## src/rtl/rlaq_pkg.sv

```systemverilog
`default_nettype none
package rlaq_pkg;

   localparam int LINE_BYTES  = 128;
   localparam int QUEUE_LINES = 16;

   localparam int CNT_W  = $clog2(LINE_BYTES + 1);
   localparam int IDX_W  = $clog2(LINE_BYTES);
   localparam int SLOT_W = $clog2(QUEUE_LINES);
   localparam int QCNT_W = $clog2(QUEUE_LINES + 1);
   localparam int STORE_DEPTH = QUEUE_LINES * LINE_BYTES;
   localparam int STORE_AW    = $clog2(STORE_DEPTH);

   localparam int KIND_W   = 2;
   localparam int BYTE_W   = 8;
   localparam int OFFSET_W = 7;
   localparam int STATUS_W = 3;
   localparam int LEN_W    = 7;

   localparam logic [BYTE_W-1:0] CH_NL = 8'h0A;
   localparam logic [BYTE_W-1:0] CH_CR = 8'h0D;

   typedef enum logic [KIND_W-1:0] {
      KIND_BYTE   = 2'd0,
      KIND_READ   = 2'd1,
      KIND_REMOVE = 2'd2,
      KIND_NONE   = 2'd3
   } kind_type;

   typedef enum logic [STATUS_W-1:0] {
      ST_KEPT    = 3'd0,
      ST_PAST    = 3'd1,
      ST_QUEUED  = 3'd2,
      ST_DROPPED = 3'd3,
      ST_EMPTY   = 3'd4,
      ST_DONE    = 3'd5
   } status_type;

   typedef enum logic [1:0] {
      S_IDLE,
      S_COPY,
      S_PUBLISH
   } state_type;

   typedef struct packed {
      logic accept;
      logic copy_run;
      logic publish;
   } ctrl_cmd_type;

   typedef struct packed {
      logic line_queued;
      logic copy_done;
      logic out_free;
   } dp_status_type;

endpackage
`default_nettype wire

```

## src/rtl/rlaq_ctrl.sv

```systemverilog
`default_nettype none
module rlaq_ctrl (
   input  wire logic                   clock,
   input  wire logic                   reset,
   input  wire logic                   req_valid,
   output logic                        req_stall,
   input  wire rlaq_pkg::dp_status_type dp_status,
   output rlaq_pkg::ctrl_cmd_type      cmd
);

   rlaq_pkg::state_type state_ff;
   rlaq_pkg::state_type state_in;

   always_ff @(posedge clock) begin
      if (reset) begin
         state_ff <= rlaq_pkg::S_IDLE;
      end else begin
         state_ff <= state_in;
      end
   end

   always_comb begin
      state_in = state_ff;
      unique case (state_ff)
         rlaq_pkg::S_IDLE: begin
            if (req_valid) begin
               state_in = dp_status.line_queued ? rlaq_pkg::S_COPY : rlaq_pkg::S_PUBLISH;
            end
         end
         rlaq_pkg::S_COPY: begin
            if (dp_status.copy_done) begin
               state_in = rlaq_pkg::S_PUBLISH;
            end
         end
         rlaq_pkg::S_PUBLISH: begin
            if (dp_status.out_free) begin
               state_in = rlaq_pkg::S_IDLE;
            end
         end
         default: begin
            state_in = rlaq_pkg::S_IDLE;
         end
      endcase
   end

   always_comb begin
      req_stall    = 1'b1;
      cmd.accept   = 1'b0;
      cmd.copy_run = 1'b0;
      cmd.publish  = 1'b0;
      unique case (state_ff)
         rlaq_pkg::S_IDLE: begin
            req_stall  = 1'b0;
            cmd.accept = req_valid;
         end
         rlaq_pkg::S_COPY: begin
            cmd.copy_run = 1'b1;
         end
         rlaq_pkg::S_PUBLISH: begin
            cmd.publish = dp_status.out_free;
         end
         default: begin
            req_stall = 1'b1;
         end
      endcase
   end

endmodule
`default_nettype wire

```

## config.mk

```make
export PLATFORM = sky130hd
export DESIGN_NAME = rlaq_ctrl
export DESIGN_NICKNAME = d
export VERILOG_FILES = /design/src/rtl/rlaq_pkg.sv /design/src/rtl/rlaq_ctrl.sv
export SDC_FILE = /design/constraint.sdc
export NUM_CORES = 1
export LEC_CHECK = 0
export ABC_AREA = 1
export BUFFER_PORTS_ARGS = -buffer_cell sky130_fd_sc_hd__buf_4
export CAP_MARGIN = 20
export CORE_AREA = 2 2 39 41
export CTS_CLUSTER_DIAMETER = 200
export DETAILED_ROUTE_END_ITERATION = 10
export DIE_AREA = 0 0 41 43
export PLACE_DENSITY = 0.32
export RECOVER_POWER = 25
export SLEW_MARGIN = 10
export SYNTH_ARGS = -nofsm -noshare
export SYNTH_HDL_FRONTEND = slang
export SYNTH_SLANG_ARGS = --single-unit
```

## constraint.sdc

```tcl
create_clock -name clock -period 2.35 [get_ports clock]
set_input_delay 0.235 -clock clock [delete_from_list [all_inputs] [get_ports clock]]
set_output_delay 0.235 -clock clock [all_outputs]
set_load 0.02 [all_outputs]
```

==> results.sh, run 1 <==
export IMPL_status="completed"
export IMPL_setup_slack_ns=1.12
export IMPL_dp_hpwl_um=290
export IMPL_required_ns=2.12
export IMPL_yosysSeqAreaShare=0.305
export IMPL_final_antenna_net_count=0
export IMPL_start_util=0.0949
export IMPL_worstSetupPathType="flop to output port"
export IMPL_cts_clk_slew_worst_paths_ns=0.03
export IMPL_clock_skew_ns=0.000557
export IMPL_rsz0062_at_grt="false"
export IMPL_firstDrtPassIters=2
export IMPL_wl_per_cell_um=6.82
export IMPL_cap_violations=0
export IMPL_worst_slew_pin_slew_ns=0.155
export IMPL_first_global_vias=186
export IMPL_synth_nets=29
export IMPL_crit_end="cmd[0]"
export IMPL_syn_inst=23
export IMPL_place_ws_ns=1.33
export IMPL_cts_htree_levels=1
export IMPL_crit_arrival_ns=0.99
export IMPL_finalSetupViolCount=0
export IMPL_largest_register="state_ff"
export IMPL_leakage_nw=0.132
export IMPL_clk_path_buf_depth=2
export IMPL_slew_viol_final=0
export IMPL_vias=170
export IMPL_die_area_um2=1760
export IMPL_antenna_found_initial=0
export IMPL_yosysUniqueCellTypes=10
export IMPL_top_regs="state_ff: 2 flops"
export IMPL_cts_hold_buf=0
export IMPL_drt_iter0_markers=2
export IMPL_final_common_cell="buf_4"
export IMPL_drive_gt1_frac=0.400
export IMPL_final_area_um2=241
export IMPL_ys_ff_latch=2
export IMPL_grt_max_degree=6
export IMPL_fillers=168
export IMPL_drt_total_wl_um=348
export IMPL_cp_max_fo=4
export IMPL_worst_setup_path_start_kind="flop"
export IMPL_syn_area_um2=131
export IMPL_routed_via_density=3.33
export IMPL_yosysWarnings=0
export IMPL_reg2reg_setup_slack_ns=1.48
export IMPL_post_dp_cell_area_um2=219
export IMPL_grt_pass1_wl_um=634
export IMPL_finalCriticalPeriod_ns=1.23
export IMPL_die_w_um=41
export IMPL_fin_tns_setup_ns=0
export IMPL_io_buffer_count=9
export IMPL_cp_end_kind="output port"
export IMPL_synthTopCellsByArea="dfxtp_1 30%, inv_1 14%, nand3_1 11%, nor2_1 11%, a21oi_1 7.6%"
export IMPL_hold_viol_final=0
export IMPL_holdCritStartpoint="reset"
export IMPL_reg2regPathDepth=4
export IMPL_clk_latency_ns=0.22
export IMPL_utilization=0.175
export IMPL_final_cells=51
export IMPL_drc=0
export IMPL_grt_remaining_overflow=0
export IMPL_boundaryPins=10
export IMPL_core_area_um2=1380
export IMPL_cts_repair_resized=0
export IMPL_root_buffer="clkbuf_4"
export IMPL_final_cell_mix="9 x buf_4, 6 x inv_1, 4 x nor2_1"
export IMPL_synth_top_area_share=0.305
export IMPL_chipHeight_um=43
export IMPL_yosysTopAreaCell="dfxtp_1"
export IMPL_grt_usage=0.0561
export IMPL_reg2reg_from="state_ff[0]"
export IMPL_min_path_type="input pin to flop"
export IMPL_timing_rr_end="state_ff[0]"
export IMPL_cts_setup_buffers=0
export IMPL_rows=14
export IMPL_crit_path_start="state_ff[1]"
export IMPL_fin_nets=43
export IMPL_cts_tree="yes"
export IMPL_num_antenna_cells=0
export IMPL_irDropWorstVdd_mv=0.186
export IMPL_placed_cells_incl_taps=48
export IMPL_post_route_period_util=0.523
export IMPL_timing_fmax_mhz=814
export IMPL_relSlewSlack=0.896
export IMPL_cts_inserted_buffers=3
export IMPL_syn_area_per_cell_um2=5.71
export IMPL_syn_to_final_growth_pct=83.8
export IMPL_clock_sinks=2
export IMPL_largest_register_ffs=2
export IMPL_pwr_density_cell_nw_per_um2=672
export IMPL_place_congestion=0.656
-- area by class of cell --
type                    instances  area [µm²]  area share
well taps                      16        20.0      0.0829
clock buffers                   3        22.5      0.0933
flip-flops and latches          2        40.0       0.166
repair buffers                  9        67.6       0.280
multi-input cells              14        65.1       0.269
inverters                       7        26.3       0.109
-- worst min path at each step --
stage          slack (ns)  depth (start not counted)           to
2_1_floorplan        0.31                          1  state_ff[0]
4_1_cts              0.17                          2  state_ff[0]
6_report             0.18                          2  state_ff[0]
5_1_grt              0.17                          2  state_ff[0]
3_3_place_gp         0.41                          2  state_ff[0]
3_5_place_dp         0.41                          2  state_ff[0]
-- per-stage QoR --
| step | hold WS [ns] | total power (W) |
|---|---|---|
| floorplan | 0.307 | 0.0000683 |
| global route | 0.172 | 0.000176 |
| CTS | 0.168 | 0.000169 |
| global placement | 0.408 | 0.0000893 |
| detailed placement | 0.406 | 0.0000895 |
| finish | 0.177 | 0.000162 |
-- cell usage after synthesis (all sizes together) --
| cell type | count |
|---|---|
| inv | 7 |
| nor2 | 4 |
| nand3 | 3 |
| a21oi | 2 |
| dfxtp | 2 |
| nand2 | 2 |
| nor3 | 2 |
| o21ai | 1 |
-- power breakdown --
group / switching, W / internal, W / total, W
Sequential: 0.00000286 / 0.0000376 / 0.0000404
Combinational: 0.0000261 / 0.0000212 / 0.0000473
Clock: 0.0000183 / 0.0000562 / 0.0000746
Total: 0.0000473 / 0.000115 / 0.000162
-- logic make-up after synthesis --
| logic type | synth area share |
|---|---|
| buf+inv | 0.200 |
| simple gates | 0.381 |
| flops | 0.305 |
| compound gates | 0.114 |
-- per-layer routing --
metal,share of wire,wire (µm),track usage
met2,0.47,163,0.0719
met1,0.43,150,0.0543
met3,0.098,34,0.0366
met4,0,0,0.0600
met5,0,0,0
-- critical path, cell delays in order, from the launching register on --
cell and delay (ns):
dfxtp_1 0.37, inv_2 0.07, nor3_1 0.17, buf_4 0.17
Note: power is estimated with default switching activity, not from simulation.
==> inputs of run 2 (changes only) <==
- ABC_AREA: 1 -> 0
- PLACE_DENSITY: 0.32 -> 0.33
- clock period: 2.35 -> 1 ns (I/O delays scaled with it)
==> results.sh, run 2 <==
export IMPL_top_regs="state_ff: 2 flops"
export IMPL_worst_setup_path_start_kind="flop"
export IMPL_violations="setup timing"
export IMPL_worstSetupPathType="flop to output port"
export IMPL_drive_gt1_frac=0.793
export IMPL_yosysTopAreaCell="dfxtp_1"
export IMPL_finalCriticalPeriod_ns=1.12
export IMPL_synth_mux_area_frac=0
export IMPL_syn_to_final_growth_pct=141
export IMPL_grt_remaining_overflow=0
export IMPL_synthArstFlopShare=0
export IMPL_cts_inserted_buffers=3
export IMPL_relSlewSlack=0.878
export IMPL_firstDrtPassIters=2
export IMPL_post_dp_cell_area_um2=215
export IMPL_yosysUniqueCellTypes=13
export IMPL_required_ns=0.90
export IMPL_place_ws_ns=0.00838
export IMPL_rsz0062_at_grt="true"
export IMPL_clk_latency_ns=0.23
export IMPL_crit_arrival_ns=1.02
export IMPL_die_w_um=41
export IMPL_synth_top_area_share=0.320
export IMPL_drc=0
export IMPL_largest_register_ffs=2
export IMPL_yosysWarnings=0
export IMPL_ys_ff_latch=2
export IMPL_cts_clk_slew_worst_paths_ns=0.03
export IMPL_cap_violations=0
export IMPL_synthXorXnorAreaFrac=0
export IMPL_clk_path_buf_depth=2
export IMPL_syn_area_um2=125
export IMPL_worst_slew_pin_slew_ns=0.183
export IMPL_min_path_type="input pin to flop"
export IMPL_post_route_period_util=1.12
export IMPL_synth_nets=20
export IMPL_syn_inst=14
export IMPL_cts_tree="yes"
export IMPL_leakage_nw=0.133
export IMPL_synth_edff_count=0
export IMPL_boundaryPins=10
export IMPL_syn_area_per_cell_um2=8.94
export IMPL_pwr_density_cell_nw_per_um2=1370
export IMPL_synth_top_family_by_area="simple AND/OR/NAND/NOR gates"
export IMPL_yosysMostFrequentCell="dfxtp_1"
export IMPL_wl_per_cell_um=10.1
export IMPL_yosys_area_share_simple=0.390
export IMPL_cp_max_fo=4
export IMPL_cts_hold_buf=0
export IMPL_dp_hpwl_um=282
export IMPL_status="complete, but fails checks"
export IMPL_final_cell_mix="7 x buf_4, 5 x buf_6, 3 x clkbuf_4"
export IMPL_first_global_vias=171
export IMPL_synth_fa_ha_area_frac=0
export IMPL_drt_total_wl_um=455
export IMPL_slew_viol_final=0
export IMPL_hold_viol_final=0
export IMPL_final_area_um2=302
export IMPL_yosysSeqAreaShare=0.320
export IMPL_final_antenna_net_count=0
export IMPL_core_area_um2=1380
export IMPL_clock_sinks=2
export IMPL_grt_usage=0.0641
export IMPL_routed_via_density=3.73
export IMPL_timing_fmax_mhz=891
export IMPL_finalSetupViolCount=5
export IMPL_die_area_um2=1760
export IMPL_num_antenna_cells=0
export IMPL_clock_skew_ns=0.00756
export IMPL_drt_iter0_markers=1
export IMPL_final_common_cell="buf_4"
export IMPL_vias=168
export IMPL_start_util=0.0904
export IMPL_largest_register="state_ff"
export IMPL_synth_compound_area_frac=0.260
export IMPL_fillers=163
export IMPL_synth_ff_type="dfxtp_1"
export IMPL_rows=14
export IMPL_fin_nets=37
export IMPL_io_buffer_count=9
export IMPL_grt_pass1_wl_um=669
export IMPL_placed_cells_incl_taps=39
export IMPL_cp_end_kind="output port"
export IMPL_grt_max_degree=7
export IMPL_antenna_found_initial=0
export IMPL_final_cells=45
export IMPL_irDropWorstVdd_mv=0.244
export IMPL_place_congestion=0.524
export IMPL_root_buffer="clkbuf_4"
export IMPL_synthTopCellsByArea="dfxtp_1 32%, a211oi_2 10%, and3b_2 8.0%, or3b_1 7.0%, a211oi_1 6.0%"
export IMPL_chipHeight_um=43
export IMPL_setup_slack_ns=-0.122
export IMPL_cts_htree_levels=1
## run 2: logic make-up (layout without fill, tap and decap cells)
family / Yosys count / count (layout)
AO/OA/AOI/OAI: 4 / 4
flip-flops: 2 / 2
AND/OR/NAND/NOR: 7 / 7
buffers and inverters: 1 / 16
## run 2: where the power goes
part | switching, W | internal, W
logic | 0.0000538 | 0.0000752
clock network | 0.0000562 | 0.000133
registers | 0.00000746 | 0.0000874
## run 2: area by class of cell
type / count / area [µm²] / share of cell area
repair buffers: 12 / 109 / 0.361
flip-flops and latches: 2 / 45.0 / 0.149
well taps: 16 / 20.0 / 0.0664
multi-input cells: 11 / 101 / 0.336
inverters: 1 / 3.75 / 0.0124
clock buffers: 3 / 22.5 / 0.0747
## run 2: worst paths after layout
check | start | end | slack (ns) | cells after the start
max | state_ff[1] | cmd[2] | -0.12 | 3
min | reset | state_ff[1] | 0.02 | 2
max reg2reg | state_ff[0] | state_ff[1] | -0.07 | 3
min reg2reg | state_ff[1] | state_ff[0] | 0.43 | 1
## run 2: stage by stage
step / setup TNS (ns) / hold slack, ns / utilization / power [W]
5_1_grt: -0.583 / 0.0141 / 0.218 / 0.000448
3_5_place_dp: 0 / 0.268 / 0.156 / 0.000186
4_1_cts: -0.413 / 0.0221 / 0.199 / 0.000398
2_1_floorplan: 0 / 0.165 / - / 0.000142
3_3_place_gp: 0 / 0.275 / 0.156 / 0.000187
6_report: -0.368 / 0.0243 / 0.218 / 0.000413
## run 2: worst max-delay path, cell delays in order, from the launching register on
cell and delay, ns:
dfxtp_4 0.34, or2_4 0.26, nor2_4 0.08, buf_6 0.11
## run 2: what timing repair did
action | 4_1_cts | 5_1_grt
cloned | 0 | 0
setup endpoints to repair | 5 | 5
pin swaps | 2 | 1
resized for setup | 7 | 6
buffers inserted | 2 | 1
## run 2: layer usage
metal	part of all wire	up-vias	GRT usage
met2	0.43	13	0.0656
met3	0.18	2	0.0471
met1	0.34	73	0.0701
met5	0	-	0
met4	0.046	0	0.0800
li1	-	80	-
==> inputs of run 3 (changes only) <==
- HOLD_SLACK_MARGIN: default -> 0.1
- TNS_END_PERCENT: default -> 100
==> results.sh, run 3 (synthesized netlist as in run 2, its figures left out) <==
export IMPL_rows=14
export IMPL_required_ns=0.90
export IMPL_worstSetupPathType="flop to output port"
export IMPL_fillers=164
export IMPL_firstDrtPassIters=2
export IMPL_min_path_type="input pin to flop"
export IMPL_grt_usage=0.0641
export IMPL_timing_fmax_mhz=891
export IMPL_grt_remaining_overflow=0
export IMPL_io_buffer_count=9
export IMPL_crit_family="flip-flops"
export IMPL_drt_total_wl_um=459
export IMPL_critPathSlowestCell="dfxtp_4"
export IMPL_slew_viol_final=0
export IMPL_final_cell_mix="7 x buf_4, 5 x buf_6, 3 x clkbuf_4"
export IMPL_cts_inserted_buffers=3
export IMPL_place_ws_ns=0.00838
export IMPL_worst_setup_path_start_kind="flop"
export IMPL_syn_to_final_growth_pct=149
export IMPL_wl_per_cell_um=9.98
export IMPL_clock_sinks=2
export IMPL_largest_register_ffs=2
export IMPL_finalSetupViolCount=5
export IMPL_cap_violations=0
export IMPL_irDropWorstVdd_mv=0.244
export IMPL_leakage_nw=0.137
export IMPL_chipHeight_um=43
export IMPL_final_antenna_net_count=0
export IMPL_core_area_um2=1380
export IMPL_violations="setup timing"
export IMPL_finalCriticalPeriod_ns=1.12
export IMPL_cp_max_fo=4
export IMPL_die_w_um=41
export IMPL_cts_clk_slew_worst_paths_ns=0.03
export IMPL_routed_via_density=3.70
export IMPL_largest_register="state_ff"
export IMPL_clk_path_buf_depth=2
export IMPL_drc=0
export IMPL_relSlewSlack=0.878
export IMPL_status="complete, but fails checks"
export IMPL_grt_pass1_wl_um=669
export IMPL_hold_viol_final=0
export IMPL_boundaryPins=10
export IMPL_antenna_found_initial=0
export IMPL_drive_gt1_frac=0.767
export IMPL_crit_path_cell_trace="or2_4 > nor2_4 > buf_6"
export IMPL_cp_num_buf_inv=1
export IMPL_dp_hpwl_um=282
export IMPL_num_antenna_cells=0
export IMPL_utilization=0.225
export IMPL_clk_latency_ns=0.23
export IMPL_vias=170
export IMPL_first_global_vias=171
export IMPL_root_buffer="clkbuf_4"
export IMPL_setup_slack_ns=-0.122
export IMPL_clock_skew_ns=0.00756
export IMPL_grt_max_degree=7
export IMPL_drt_iter0_markers=1
export IMPL_top_regs="state_ff: 2 flops"
export IMPL_cp_end_kind="output port"
export IMPL_start_util=0.0904
export IMPL_cts_htree_levels=1
export IMPL_worst_slew_pin_slew_ns=0.183
export IMPL_post_route_period_util=1.12
export IMPL_place_congestion=0.524
export IMPL_fin_nets=38
export IMPL_crit_arrival_ns=1.02
export IMPL_cts_tree="yes"
export IMPL_die_area_um2=1760
export IMPL_rsz0062_at_grt="true"
export IMPL_pwr_density_cell_nw_per_um2=1340
export IMPL_cp_slowest_stage_delay_ns=0.34
export IMPL_final_common_cell="buf_4"
run 3: metrics by stage:
step                setup TNS [ns]  power [W]  hold WS (ns)  instances  area [µm²]
finish                      -0.371   0.000417         0.148         46         312
global route                -0.583   0.000451         0.151         46         312
CTS                         -0.413   0.000401         0.138         45         285
detailed placement               0   0.000186         0.268         39         215
global placement                 0   0.000187         0.275         39         215
floorplan                        0   0.000142         0.165         14         128
run 3: tightest hold or removal path, delay by kind of cell:
family | cells | cell delay (ns)
simple gates | 1 | 0.06
buf+inv | 1 | 0.11
compound gates | 1 | 0.06
run 3: cell type report:
cell class	count	area [µm²]	area share
Clock buffer	3	22.5	0.0723
Inverter	1	3.75	0.0120
Multi-Input combinational cell	11	101	0.325
Sequential cell	2	45.0	0.145
Tap cell	16	20.0	0.0643
Timing Repair Buffer	13	119	0.382
run 3: power breakdown:
group          internal (W)  switching [W]
registers         0.0000874     0.00000750
clock network      0.000133      0.0000562
logic             0.0000778      0.0000544
total              0.000298       0.000118
run 3: worst paths after layout:
kind	from	to	slack, ns	depth (start not counted)
max	state_ff[1]	cmd[2]	-0.12	3
max reg2reg	state_ff[0]	state_ff[1]	-0.07	3
min	dp_status[2]	state_ff[0]	0.15	3
min reg2reg	state_ff[1]	state_ff[0]	0.43	1
run 3: what timing repair did:
action,in CTS,in global routing
gates resized for setup,7,6
endpoints found under the setup margin,5,5
hold buffers,1,0
setup buffers,2,1
pin swaps,2,1
hold endpoints to repair,2,0
run 3: per-layer routing:
| metal | GRT usage | part of all wire | up-vias |
|---|---|---|---|
| li1 | - | - | 82 |
| met1 | 0.0732 | 0.37 | 73 |
| met2 | 0.0656 | 0.43 | 13 |
| met3 | 0.0419 | 0.16 | 2 |
| met4 | 0.0800 | 0.046 | 0 |
| met5 | 0 | 0 | - |
